## src/ahcfp_pkg.sv

```systemverilog
// ----------------------------------------------------------------------------
// ahcfp_pkg
// shared types and constants of the ascii hex can frame parser
// ----------------------------------------------------------------------------
package ahcfp_pkg;

  // default number of data bytes per frame
  localparam int unsigned DATA_BYTES_DEF = 8;

  // depth of the queue between front and back
  localparam int unsigned QUEUE_DEPTH = 2;

  // fixed field widths
  localparam int unsigned CHAR_W   = 8;
  localparam int unsigned STATUS_W = 3;
  localparam int unsigned ID_W     = 12;
  localparam int unsigned LEN_W    = 4;
  localparam int unsigned FDATA_W  = 64;
  localparam int unsigned NIB_W    = 4;
  localparam int unsigned POS_W    = 5;

  // first data digit position
  localparam logic [POS_W-1:0] POS_DATA = POS_W'(4);
  // last identifier digit position
  localparam logic [POS_W-1:0] POS_ID_LAST = POS_W'(3);

  // special characters
  localparam logic [CHAR_W-1:0] CHAR_START = 8'h69;  // 'i'
  localparam logic [CHAR_W-1:0] CHAR_CR    = 8'h0d;  // carriage return

  // result status codes
  typedef enum logic [STATUS_W-1:0] {
    ST_START   = 3'd0,
    ST_DIGIT   = 3'd1,
    ST_DONE    = 3'd2,
    ST_NOSTART = 3'd3,
    ST_NOHEX   = 3'd4,
    ST_NOCR    = 3'd5
  } status_e;

  // classified character handed from front to back
  typedef struct packed {
    logic             is_start;
    logic             is_cr;
    logic             is_hex;
    logic [NIB_W-1:0] nibble;
  } class_t;

endpackage

```

## src/ascii_hex_can_frame_parser_core.sv

```systemverilog
// ----------------------------------------------------------------------------
// ascii_hex_can_frame_parser_core
// parses ascii transmit commands of a serial can adapter into frames
// ----------------------------------------------------------------------------
// usage:
//   input side is a queue: drive rx_byte_i with push high; the item is taken
//   at a clock edge where push is high and full is low. each received
//   character gives exactly one result item.
//   result side is a queue: while empty is low the oldest result sits on
//   status_o, echo_space_o, frame_id_o, frame_length_o and frame_data_o; it
//   is taken at an edge where pop is high. frame fields are zero unless the
//   status is frame complete.
//   an accepted item passes through the queue and then the result register;
//   empty goes low once the result register has loaded it.
//   the parser state is updated once per accepted character, so one item
//   per cycle is sustained on both sides while pop stays high.
//   when pop stays low the result register holds, the front queue
//   (2 entries) fills and then full rises; nothing is dropped.
//   reset clears the parser to idle, empties the queue and the result
//   register; no clearing pass is needed.
// ----------------------------------------------------------------------------
module ascii_hex_can_frame_parser_core #(
  parameter int unsigned DATA_BYTES = ahcfp_pkg::DATA_BYTES_DEF
) (
  input  logic                           clk_i,
  input  logic                           rst_ni,
  input  logic                           push,
  output logic                           full,
  input  logic [ahcfp_pkg::CHAR_W-1:0]   rx_byte_i,
  output logic                           empty,
  input  logic                           pop,
  output logic [ahcfp_pkg::STATUS_W-1:0] status_o,
  output logic                           echo_space_o,
  output logic [ahcfp_pkg::ID_W-1:0]     frame_id_o,
  output logic [ahcfp_pkg::LEN_W-1:0]    frame_length_o,
  output logic [ahcfp_pkg::FDATA_W-1:0]  frame_data_o
);
  import ahcfp_pkg::*;

  class_t cls_in;
  class_t cls_q;
  logic   q_empty;
  logic   back_ready;

  // classify incoming characters
  ahcfp_front u_front (
    .rx_byte_i (rx_byte_i),
    .cls_o     (cls_in)
  );

  // decoupling queue
  ahcfp_queue u_queue (
    .clk_i   (clk_i),
    .rst_ni  (rst_ni),
    .push_i  (push),
    .data_i  (cls_in),
    .full_o  (full),
    .pop_i   (back_ready),
    .data_o  (cls_q),
    .empty_o (q_empty)
  );

  // parser and result register
  ahcfp_back #(
    .DATA_BYTES (DATA_BYTES)
  ) u_back (
    .clk_i          (clk_i),
    .rst_ni         (rst_ni),
    .in_valid_i     (!q_empty),
    .cls_i          (cls_q),
    .in_ready_o     (back_ready),
    .empty_o        (empty),
    .pop_i          (pop),
    .status_o       (status_o),
    .echo_space_o   (echo_space_o),
    .frame_id_o     (frame_id_o),
    .frame_length_o (frame_length_o),
    .frame_data_o   (frame_data_o)
  );

endmodule

```

## src/ahcfp_front.sv

```systemverilog
// ----------------------------------------------------------------------------
// ahcfp_front
// character classifier: start, carriage return, hex digit and its value
// ----------------------------------------------------------------------------
module ahcfp_front (
  input  logic [ahcfp_pkg::CHAR_W-1:0] rx_byte_i,
  output ahcfp_pkg::class_t            cls_o
);
  import ahcfp_pkg::*;

  logic [CHAR_W-1:0] dec_off;
  logic [CHAR_W-1:0] lc_off;
  logic [CHAR_W-1:0] uc_off;

  // offsets from each digit range base
  assign dec_off = rx_byte_i - 8'h30;
  assign lc_off  = rx_byte_i - 8'h61;
  assign uc_off  = rx_byte_i - 8'h41;

  // hex decode
  always_comb begin
    cls_o.is_start = (rx_byte_i == CHAR_START);
    cls_o.is_cr    = (rx_byte_i == CHAR_CR);
    cls_o.is_hex   = 1'b0;
    cls_o.nibble   = '0;
    if (rx_byte_i >= 8'h30 && rx_byte_i <= 8'h39) begin
      cls_o.is_hex = 1'b1;
      cls_o.nibble = dec_off[NIB_W-1:0];
    end else if (rx_byte_i >= 8'h61 && rx_byte_i <= 8'h66) begin
      cls_o.is_hex = 1'b1;
      cls_o.nibble = lc_off[NIB_W-1:0] + NIB_W'(10);
    end else if (rx_byte_i >= 8'h41 && rx_byte_i <= 8'h46) begin
      cls_o.is_hex = 1'b1;
      cls_o.nibble = uc_off[NIB_W-1:0] + NIB_W'(10);
    end
  end

endmodule

```

## src/ahcfp_queue.sv

```systemverilog
// ----------------------------------------------------------------------------
// ahcfp_queue
// short fifo of classified items between front and back
// ----------------------------------------------------------------------------
module ahcfp_queue (
  input  logic              clk_i,
  input  logic              rst_ni,
  input  logic              push_i,
  input  ahcfp_pkg::class_t data_i,
  output logic              full_o,
  input  logic              pop_i,
  output ahcfp_pkg::class_t data_o,
  output logic              empty_o
);
  import ahcfp_pkg::*;

  localparam int unsigned PTR_W = (QUEUE_DEPTH > 1) ? $clog2(QUEUE_DEPTH) : 1;
  localparam int unsigned CNT_W = $clog2(QUEUE_DEPTH + 1);

  class_t             mem_q [QUEUE_DEPTH];
  logic [PTR_W-1:0]   wr_ptr_q, wr_ptr_d;
  logic [PTR_W-1:0]   rd_ptr_q, rd_ptr_d;
  logic [CNT_W-1:0]   cnt_q, cnt_d;
  logic               do_push;
  logic               do_pop;

  assign full_o  = (cnt_q == CNT_W'(QUEUE_DEPTH));
  assign empty_o = (cnt_q == '0);
  assign do_push = push_i && !full_o;
  assign do_pop  = pop_i && !empty_o;
  assign data_o  = mem_q[rd_ptr_q];

  // pointer and fill count update
  always_comb begin
    wr_ptr_d = wr_ptr_q;
    rd_ptr_d = rd_ptr_q;
    cnt_d    = cnt_q;
    if (do_push) begin
      wr_ptr_d = (wr_ptr_q == PTR_W'(QUEUE_DEPTH - 1)) ? '0 : wr_ptr_q + PTR_W'(1);
    end
    if (do_pop) begin
      rd_ptr_d = (rd_ptr_q == PTR_W'(QUEUE_DEPTH - 1)) ? '0 : rd_ptr_q + PTR_W'(1);
    end
    if (do_push && !do_pop) begin
      cnt_d = cnt_q + CNT_W'(1);
    end else if (do_pop && !do_push) begin
      cnt_d = cnt_q - CNT_W'(1);
    end
  end

  always_ff @(posedge clk_i or negedge rst_ni) begin
    if (!rst_ni) begin
      wr_ptr_q <= '0;
      rd_ptr_q <= '0;
      cnt_q    <= '0;
    end else begin
      wr_ptr_q <= wr_ptr_d;
      rd_ptr_q <= rd_ptr_d;
      cnt_q    <= cnt_d;
    end
  end

  // item storage
  always_ff @(posedge clk_i) begin
    if (do_push) begin
      mem_q[wr_ptr_q] <= data_i;
    end
  end

endmodule

```

## src/ahcfp_back.sv

```systemverilog
// ----------------------------------------------------------------------------
// ahcfp_back
// frame parser state and result register
// ----------------------------------------------------------------------------
module ahcfp_back #(
  parameter int unsigned DATA_BYTES = ahcfp_pkg::DATA_BYTES_DEF
) (
  input  logic                           clk_i,
  input  logic                           rst_ni,
  input  logic                           in_valid_i,
  input  ahcfp_pkg::class_t              cls_i,
  output logic                           in_ready_o,
  output logic                           empty_o,
  input  logic                           pop_i,
  output logic [ahcfp_pkg::STATUS_W-1:0] status_o,
  output logic                           echo_space_o,
  output logic [ahcfp_pkg::ID_W-1:0]     frame_id_o,
  output logic [ahcfp_pkg::LEN_W-1:0]    frame_length_o,
  output logic [ahcfp_pkg::FDATA_W-1:0]  frame_data_o
);
  import ahcfp_pkg::*;

  localparam int unsigned DW = DATA_BYTES * 8;
  localparam logic [POS_W-1:0] POS_END = POS_W'(4 + 2 * DATA_BYTES);

  // parser state
  logic [POS_W-1:0]  pos_q, pos_d;
  logic [ID_W-1:0]   ident_q, ident_d;
  logic [LEN_W-1:0]  cnt_q, cnt_d;
  logic [DW-1:0]     data_q, data_d;

  // result register
  logic              valid_q;
  status_e           status_q, status_d;
  logic              space_q, space_d;
  logic [ID_W-1:0]   id_q, id_d;
  logic [LEN_W-1:0]  len_q, len_d;
  logic [FDATA_W-1:0] fdata_q, fdata_d;

  logic              fire;

  assign in_ready_o = !valid_q || pop_i;
  assign fire       = in_valid_i && in_ready_o;

  // next state and result for one item
  always_comb begin
    pos_d    = pos_q;
    ident_d  = ident_q;
    cnt_d    = cnt_q;
    data_d   = data_q;
    status_d = ST_NOSTART;
    space_d  = 1'b0;
    id_d     = '0;
    len_d    = '0;
    fdata_d  = '0;
    if (pos_q == '0) begin
      // idle: clear frame, wait for start
      ident_d = '0;
      cnt_d   = '0;
      data_d  = '0;
      if (cls_i.is_start) begin
        pos_d    = POS_W'(1);
        status_d = ST_START;
      end
    end else if (pos_q < POS_DATA) begin
      // identifier digits
      if (!cls_i.is_hex) begin
        pos_d    = '0;
        status_d = ST_NOHEX;
      end else begin
        space_d  = (pos_q == POS_ID_LAST);
        ident_d  = {ident_q[ID_W-NIB_W-1:0], cls_i.nibble};
        pos_d    = pos_q + POS_W'(1);
        status_d = ST_DIGIT;
      end
    end else if (cls_i.is_cr) begin
      // frame complete
      pos_d    = '0;
      status_d = ST_DONE;
      id_d     = ident_q;
      len_d    = cnt_q;
      fdata_d[DW-1:0] = data_q;
    end else if (pos_q < POS_END) begin
      // data digits, new byte at even position
      if (!cls_i.is_hex) begin
        pos_d    = '0;
        status_d = ST_NOHEX;
      end else begin
        if (pos_q[0]) begin
          space_d = 1'b1;
        end else begin
          cnt_d = cnt_q + LEN_W'(1);
        end
        for (int j = 0; j < DATA_BYTES; j++) begin
          if (cnt_d == LEN_W'(j + 1)) begin
            data_d[j*8 +: 8] = {data_q[j*8 +: NIB_W], cls_i.nibble};
          end
        end
        pos_d    = pos_q + POS_W'(1);
        status_d = ST_DIGIT;
      end
    end else begin
      // data full, only cr allowed
      pos_d    = '0;
      status_d = ST_NOCR;
    end
  end

  // parser state and result valid
  always_ff @(posedge clk_i or negedge rst_ni) begin
    if (!rst_ni) begin
      pos_q   <= '0;
      ident_q <= '0;
      cnt_q   <= '0;
      data_q  <= '0;
      valid_q <= 1'b0;
    end else begin
      if (fire) begin
        pos_q   <= pos_d;
        ident_q <= ident_d;
        cnt_q   <= cnt_d;
        data_q  <= data_d;
        valid_q <= 1'b1;
      end else if (pop_i) begin
        valid_q <= 1'b0;
      end
    end
  end

  // result payload
  always_ff @(posedge clk_i) begin
    if (fire) begin
      status_q <= status_d;
      space_q  <= space_d;
      id_q     <= id_d;
      len_q    <= len_d;
      fdata_q  <= fdata_d;
    end
  end

  assign empty_o        = !valid_q;
  assign status_o       = status_q;
  assign echo_space_o   = space_q;
  assign frame_id_o     = id_q;
  assign frame_length_o = len_q;
  assign frame_data_o   = fdata_q;

endmodule

```

## config.mk

```make
export PLATFORM = sky130hd
export DESIGN_NAME = ascii_hex_can_frame_parser_core
export DESIGN_NICKNAME = d
export VERILOG_FILES = /design/src/ahcfp_pkg.sv /design/src/ascii_hex_can_frame_parser_core.sv /design/src/ahcfp_front.sv /design/src/ahcfp_queue.sv /design/src/ahcfp_back.sv
export SDC_FILE = /design/constraint.sdc
export NUM_CORES = 1
export LEC_CHECK = 0
export BUFFER_PORTS_ARGS = -buffer_cell sky130_fd_sc_hd__buf_2
export CAP_MARGIN = 10
export CORE_MARGIN = 8
export CORE_UTILIZATION = 30
export DETAILED_ROUTE_END_ITERATION = 16
export PLACE_DENSITY_LB_ADDON = 0.2
export SYNTH_ARGS = -nofsm -noshare
export SYNTH_HDL_FRONTEND = slang
export SYNTH_HIERARCHICAL = 1
export SYNTH_SLANG_ARGS = --single-unit
export TNS_END_PERCENT = 100
```

## constraint.sdc

```tcl
create_clock -name clk_i -period 8.1 [get_ports clk_i]
set_input_delay 0.405 -clock clk_i [delete_from_list [all_inputs] [get_ports clk_i]]
set_output_delay 0.405 -clock clk_i [all_outputs]
set_load 0.01 [all_outputs]
```

Yosys cells after proc, flatten, opt, wreduce, memory -nomap -nowiden
Memory sizes are Yosys's and may differ from the RTL's.
Cells that the tools add are included.
{"block": "totals", "reg_bits": 174, "ramBits": 14, "in_bits": 12, "output_inout_bits": 86, "wordCells": 152, "mem_count": 1}
{"name": "u_queue.mem_q", "depth": 2, "word_bits": 7, "read_ports": 1, "rd_clocked_by_memory_dff": 0, "wr": 1, "line": "ahcfp_queue.sv:20", "source": "class_t mem_q [QUEUE_DEPTH];"}
{"block": "op_classes", "addsub": 11, "n_lt_le_gt_ge": 8, "n_eq_ne": 15, "mux": 56, "bitwise": 1, "n_reduce_logical": 40}
{"cell": "64-bit 2-to-1 mux", "count": 5}
{"cell": "8-bit 2-to-1 mux", "count": 8}
{"cell": "6-bit AND reduction", "count": 8}
{"cell": "5-bit 2-to-1 mux", "count": 9}
{"cell": "4-bit 2-to-1 mux", "count": 11}
{"cell": "12-bit 2-to-1 mux", "count": 3}
{"cell": "2-bit nonzero test", "count": 13}
{"cell": "4-bit by 3-bit equality test with 1-bit output (second input constant)", "count": 4}
{"cell": "8-bit by 7-bit >= comparator with 1-bit output (second input constant)", "count": 2}
{"cell": "8-bit by 7-bit less-or-equal comparator with 1-bit output (second input constant)", "count": 2}
{"cell": "3-bit 2-to-1 mux", "count": 5}
{"cell": "1-bit 2-to-1 mux", "count": 12}
{"cell": "4-bit by 1-bit subtractor with 4-bit output (second input constant)", "count": 3}
{"cell": "4-bit adder (second input constant)", "count": 2}
{"cell": "4-bit by 2-bit equality test with 1-bit output (second input constant)", "count": 2}
{"cell": "8-bit by 4-bit equality test with 1-bit output (second input constant)", "count": 1}
{"cell": "8-bit by 7-bit equality test with 1-bit output (second input constant)", "count": 1}
{"cell": "8-bit by 6-bit >= comparator with 1-bit output (second input constant)", "count": 1}
{"cell": "8-bit by 6-bit less-or-equal comparator with 1-bit output (second input constant)", "count": 1}
{"cell": "1-bit logical AND", "count": 7}
{"cell": "2-bit 2-to-1 mux", "count": 3}
{"cell": "5-bit by 1-bit adder with 5-bit output (second input constant)", "count": 1}
{"cell": "5-bit by 2-bit equality test with 1-bit output (second input constant)", "count": 1}
{"cell": "1-bit zero test", "count": 5}
{"cell": "19 further kinds", "count": 21}

Depth between registers and ports, before layout
{"block": "logic_depth", "depth_word": 14, "depth_mapped": 11}

Modules after synthesis
The synthesis kept the hierarchy.
{"mod": "ahcfp_back", "instances": 1, "cells_per_inst": 563, "area_each_um2": 7186.9, "seq_area_each_um2": 4674.5}
{"mod": "ahcfp_queue", "instances": 1, "cells_per_inst": 41, "area_each_um2": 710.7, "seq_area_each_um2": 520.5}
{"mod": "ahcfp_front", "instances": 1, "cells_per_inst": 30, "area_each_um2": 219.0, "seq_area_each_um2": 0.0}
{"mod": "ascii_hex_can_frame_parser_core", "instances": 1, "cells_per_inst": 1, "area_each_um2": 3.8, "seq_area_each_um2": 0.0}

Worst setup path before layout
OpenSTA, ideal clock, no wires.
{"block": "synth_path", "path_type": "reg-to-reg", "start": "reg u_back.valid_q", "end": "reg u_back.ident_q[0]", "setup_ps": 121, "arrival_ps": 3307, "path_slack_ps": 4672, "path_stages_with_launch": 8, "n_path_buf": 1, "synth_period_minus_slack_ps": 3428, "cell_sequence": "dfrtp_1 -> nor2b_1 -> inv_1 -> nand2_1 -> inv_1 -> o211ai_1 -> clkbuf_1 -> a22o_1"}
{"block": "synth_via", "elab_chain_cells": 4}
{"element": "start: declaration", "line": "ahcfp_back.sv:33", "source": "logic valid_q;"}
{"element": "start signal: assignment", "line": "ahcfp_back.sv:116", "source": "valid_q <= 1'b0;"}
{"element": "start signal: assignment", "line": "ahcfp_back.sv:123", "source": "valid_q <= 1'b1;"}
{"element": "start signal: assignment", "line": "ahcfp_back.sv:125", "source": "valid_q <= 1'b0;"}
{"element": "1-bit zero test", "line": "ahcfp_back.sv:42", "source": "assign in_ready_o = !valid_q || pop_i;"}
{"element": "1-bit logical OR", "line": "ahcfp_back.sv:42"}
{"element": "via back_ready", "line": "ascii_hex_can_frame_parser_core.sv:43", "source": "logic back_ready;"}
{"element": "1-bit logical AND", "line": "ahcfp_back.sv:43", "source": "assign fire = in_valid_i && in_ready_o;"}
{"element": "via u_back.fire", "line": "ahcfp_back.sv:40", "source": "logic fire;"}
{"element": "3-bit AND reduction (no line)"}
{"element": "end signal: assignment", "line": "ahcfp_back.sv:120", "source": "ident_q <= ident_d;"}
{"element": "end: declaration", "line": "ahcfp_back.sv:28", "source": "logic [ID_W-1:0] ident_q, ident_d;"}
The timed path passes the listed nets, and every way through them passes these cells.
A chain may end at the register's enable or synchronous reset.

Final worst setup path
{"block": "layout_path", "start": "reg u_back.pos_q[0]", "end": "reg u_back.data_q[41]"}
{"block": "layout_via", "elab_chain_cells": 9, "elab_cells_between_ends": 17, "cone_classes": "order compare: 2; eq/ne: 3; mux: 7; reduce/logical: 5"}
{"element": "start: declaration", "line": "ahcfp_back.sv:27", "source": "logic [POS_W-1:0] pos_q, pos_d;"}
{"element": "start signal: assignment", "line": "ahcfp_back.sv:119", "source": "pos_q <= pos_d;"}
{"element": "4-bit 2-to-1 mux", "line": "ahcfp_back.sv:89", "source": "if (pos_q[0]) begin"}
{"element": "4-bit 2-to-1 mux", "line": "ahcfp_back.sv:85", "source": "if (!cls_i.is_hex) begin"}
{"element": "4-bit 2-to-1 mux", "line": "ahcfp_back.sv:83", "source": "end else if (pos_q < POS_END) begin"}
{"element": "4-bit 2-to-1 mux", "line": "ahcfp_back.sv:76", "source": "end else if (cls_i.is_cr) begin"}
{"element": "4-bit 2-to-1 mux", "line": "ahcfp_back.sv:65", "source": "end else if (pos_q < POS_DATA) begin"}
{"element": "4-bit 2-to-1 mux", "line": "ahcfp_back.sv:56", "source": "if (pos_q == '0) begin"}
{"element": "4-bit by 3-bit equality test with 1-bit output", "line": "ahcfp_back.sv:95", "source": "if (cnt_d == LEN_W'(j + 1)) begin"}
{"element": "2-bit nonzero test (no line)"}
{"element": "6-bit AND reduction (no line)"}
{"element": "end signal: assignment", "line": "ahcfp_back.sv:122", "source": "data_q <= data_d;"}
{"element": "end: declaration", "line": "ahcfp_back.sv:30", "source": "logic [DW-1:0] data_q, data_d;"}
Several ways; a longest one is shown, not always the timed one. The select of a mux whose other input is x is not followed.

==> qor.yml <==
timing:
  rsz0062_at_grt: "no"
  fin_crit_sh_pct: 41.56
  setup_tns_ps: 0
  setup_violations: 0
  worst_slew_pin_slew_ps: 950.1
  fin_crit_ps: 3366
  setup_ws_ps: 4734
  max_slew_margin_pct: 36.43
  clock_skew_ps: 12.66
  hold_viol_final: 0
  maxSlewViolCount: 0
  max_freq_mhz: 297.1
worst_setup_path:
  required_ps: 8410
  cp_slowest_cell: "nor4b_4"
  cp-start-kind: "flop"
  worstPathMaxFanout: 20
  crit_type: "reg2reg"
  crit_path_max_incr_delay_ps: 740
  cp.arrival_ps: 3670
  cp_cell_sequence: "inv_1, ha_1, nor4b_4, o2111a_1, o311ai_2, buf_4, or2_1, mux2_4"
  end_kind: "flop"
route:
  ant_nets: 0
  top_layer: "met4"
  first_pass_iters: 6
  routed-wl-met2_um: 8723
  via_per_inst: 4.878
  dr.first_iter.drc_count: 370
  routed_wl_um: 18540
  wire_per_inst_um: 17.35
  routedLengthMet1_um: 8764
  drc: 0
  vias: 5215
  met3_length_um: 694
clock_tree:
  cts_hold_buf: 1
  htreeDepth: 4
  clk_pin_slew_worst_paths_ps: 70
  clockBufferDepth: 2
  clock_sinks: 188
  numCtsBuffers: 17
  postCtsResizedCells: 0
  cts_root_buffer: "clkbuf_16"
  clk_latency_ps: 430
  cts_tree: "yes"
  post-cts-setup-buffer-count: 0
power:
  peakVddDrop_mv: 0.1505
  powerDensity_nw_per_um2: 343.2
  power_leakage_nw: 4.364
final_layout:
  area_delta_synth_final_pct: 17.04
  insertedDiodeCount: 0
  drive_gt1_share_pct: 22.39
  final_common_cell: "edfxtp_1"
  most-common-layout-cells: "98 x edfxtp_1, 96 x buf_2, 90 x dfrtp_1"
  nFillCells: 2647
  final_util_pct: 35.46
  fin_nets: 734
placement:
  dpl.hpwl_um: 12750
  pre_cts_ws_ps: 4784
  io_buffers: 97
  place_congestion: 0.7426
die:
  initial_core_util_pct: 30.30
  die_area_um2: 32590
  die_x_um: 180.5
  num_rows: 60
  pin_count: 98
  fp.dieH_um: 180.5
  coreArea_um2: 26800
synthesis:
  synth-main-ff-cell: "edfxtp_1"
  synthDistinctLibCells: 68
  yosysWarnings: 6
  synthesis.nets: 654
  synth_edf_count: 98
  synth_area_um2: 8120
  synth_seq_cells: 188
  ys_seq_area_share_pct: 63.98
  synth-async-reset-ratio_pct: 47.87
  syn_avg_cell_area_um2: 12.79
  postSynthCellCount: 635
run:
  drv_cap: 0
worst_hold_path:
  hold_class: "in2reg"
status:
  status: "finished clean"
global_routing:
  grt_max_degree: 79
  grt_remaining_overflow: 0
  grt_pass1_wl_um: 30390
  grtUsageTotal_pct: 11.63
  grt_pass1_vias: 5573
  antenna_found_initial: 0
## synth_stat cells (all sizes together) (11+ instances only)
master	instances	area share, %
a21o	11	1.0
a22o	13	1.4
a32o	11	1.4
and3	76	5.9
buf	13	1.2
clkbuf	30	1.4
dfrtp	90	28
edfxtp	98	36
inv	28	1.3
mux2	24	4.1
nand2	46	2.2
nor2	27	1.2
o21ai	46	2.8
## report_power, final
group / switching (mW) / total (mW) / internal, mW
combinational: 0.622 / 0.958 / 0.336
clock: 0.372 / 0.864 / 0.492
sequential: 0.127 / 1.44 / 1.31
## cell families (layout without fill, tap and decap cells)
logic type	count (synthesis)	after routing	share of synthesized area, %
XOR/XNOR	7	7	0.8475
AND/OR/NAND/NOR	202	202	13.90
flip-flops	188	188	63.98
multiplexers	33	33	5.177
buffers and inverters	71	164	3.929
AO/OA/AOI/OAI	125	125	10.85
adder cells (fa/ha/maj)	9	9	1.325
## routing by layer
layer	GRT usage, %	vias to the layer above
li1	-	2494
met1	14.60	2597
met2	18.75	100
met3	3.105	24
met4	4.828	0
met5	0	-
## worst paths after layout
kind                                   start                end  slack [ps]  cells after the start
setup / recovery             u_back/pos_q[0]  u_back/data_q[41]        4730                      8
hold / removal                          push   u_queue/wr_ptr_q         280                      3
setup reg to reg             u_back/pos_q[0]  u_back/data_q[41]        4730                      8
hold reg to reg            u_back/data_q[58]  u_back/data_q[58]         500                      1
min in group asynchronous             rst_ni  u_back/data_q[21]         400                      2
max in group asynchronous             rst_ni  u_back/data_q[32]        6490                      3
## flip-flops by register name, indices dropped and copies added (netlist names)
name / flops
u_back/frame_id_o: 12
u_queue/rd_ptr_q: 1
u_back/status_o: 3
u_back/echo_space_o: 1
u_back/frame_data_o: 64
u_back/data_q: 64
u_back/frame_length_o: 4
u_back/valid_q: 1
u_back/pos_q: 5
u_queue/mem_q: 14
u_queue/cnt_q: 2
u_back/cnt_q: 4
u_queue/wr_ptr_q: 1
u_back/ident_q: 12
## layout make-up
cell class	instances	area (µm²)	share of cell area [%]
clock inverter	12	151.4	1.593
multi-input combinational	376	2614	27.50
sequential	188	5195	54.66
timing repair buffer	104	543.0	5.714
tap	341	426.7	4.489
clock buffer	20	467.9	4.924
inverter	28	106.4	1.119
## per-stage QoR
stage                     cells  power (mW)  area, µm²  hold slack [ps]
after floorplan             635       2.091       8120            109.4
after global placement     1036       2.406       8875            311.8
after detailed placement   1036       2.436       8875            319.6
after CTS                  1069       3.307       9504            264.1
after global routing       1069       3.459       9504            288.9
final                      1069       3.261       9504            279.3
## critical path: cells and delay by family (launching register included)
family | cells | cell delay [ps]
and+or+nand+nor | 2 | 1120
DFF | 1 | 550
AOI/OAI and AO/OA | 2 | 470
buffers and inverters | 2 | 420
muxes | 1 | 340
adders and majority gates | 1 | 330
Note: power is estimated with default switching activity, not from simulation.
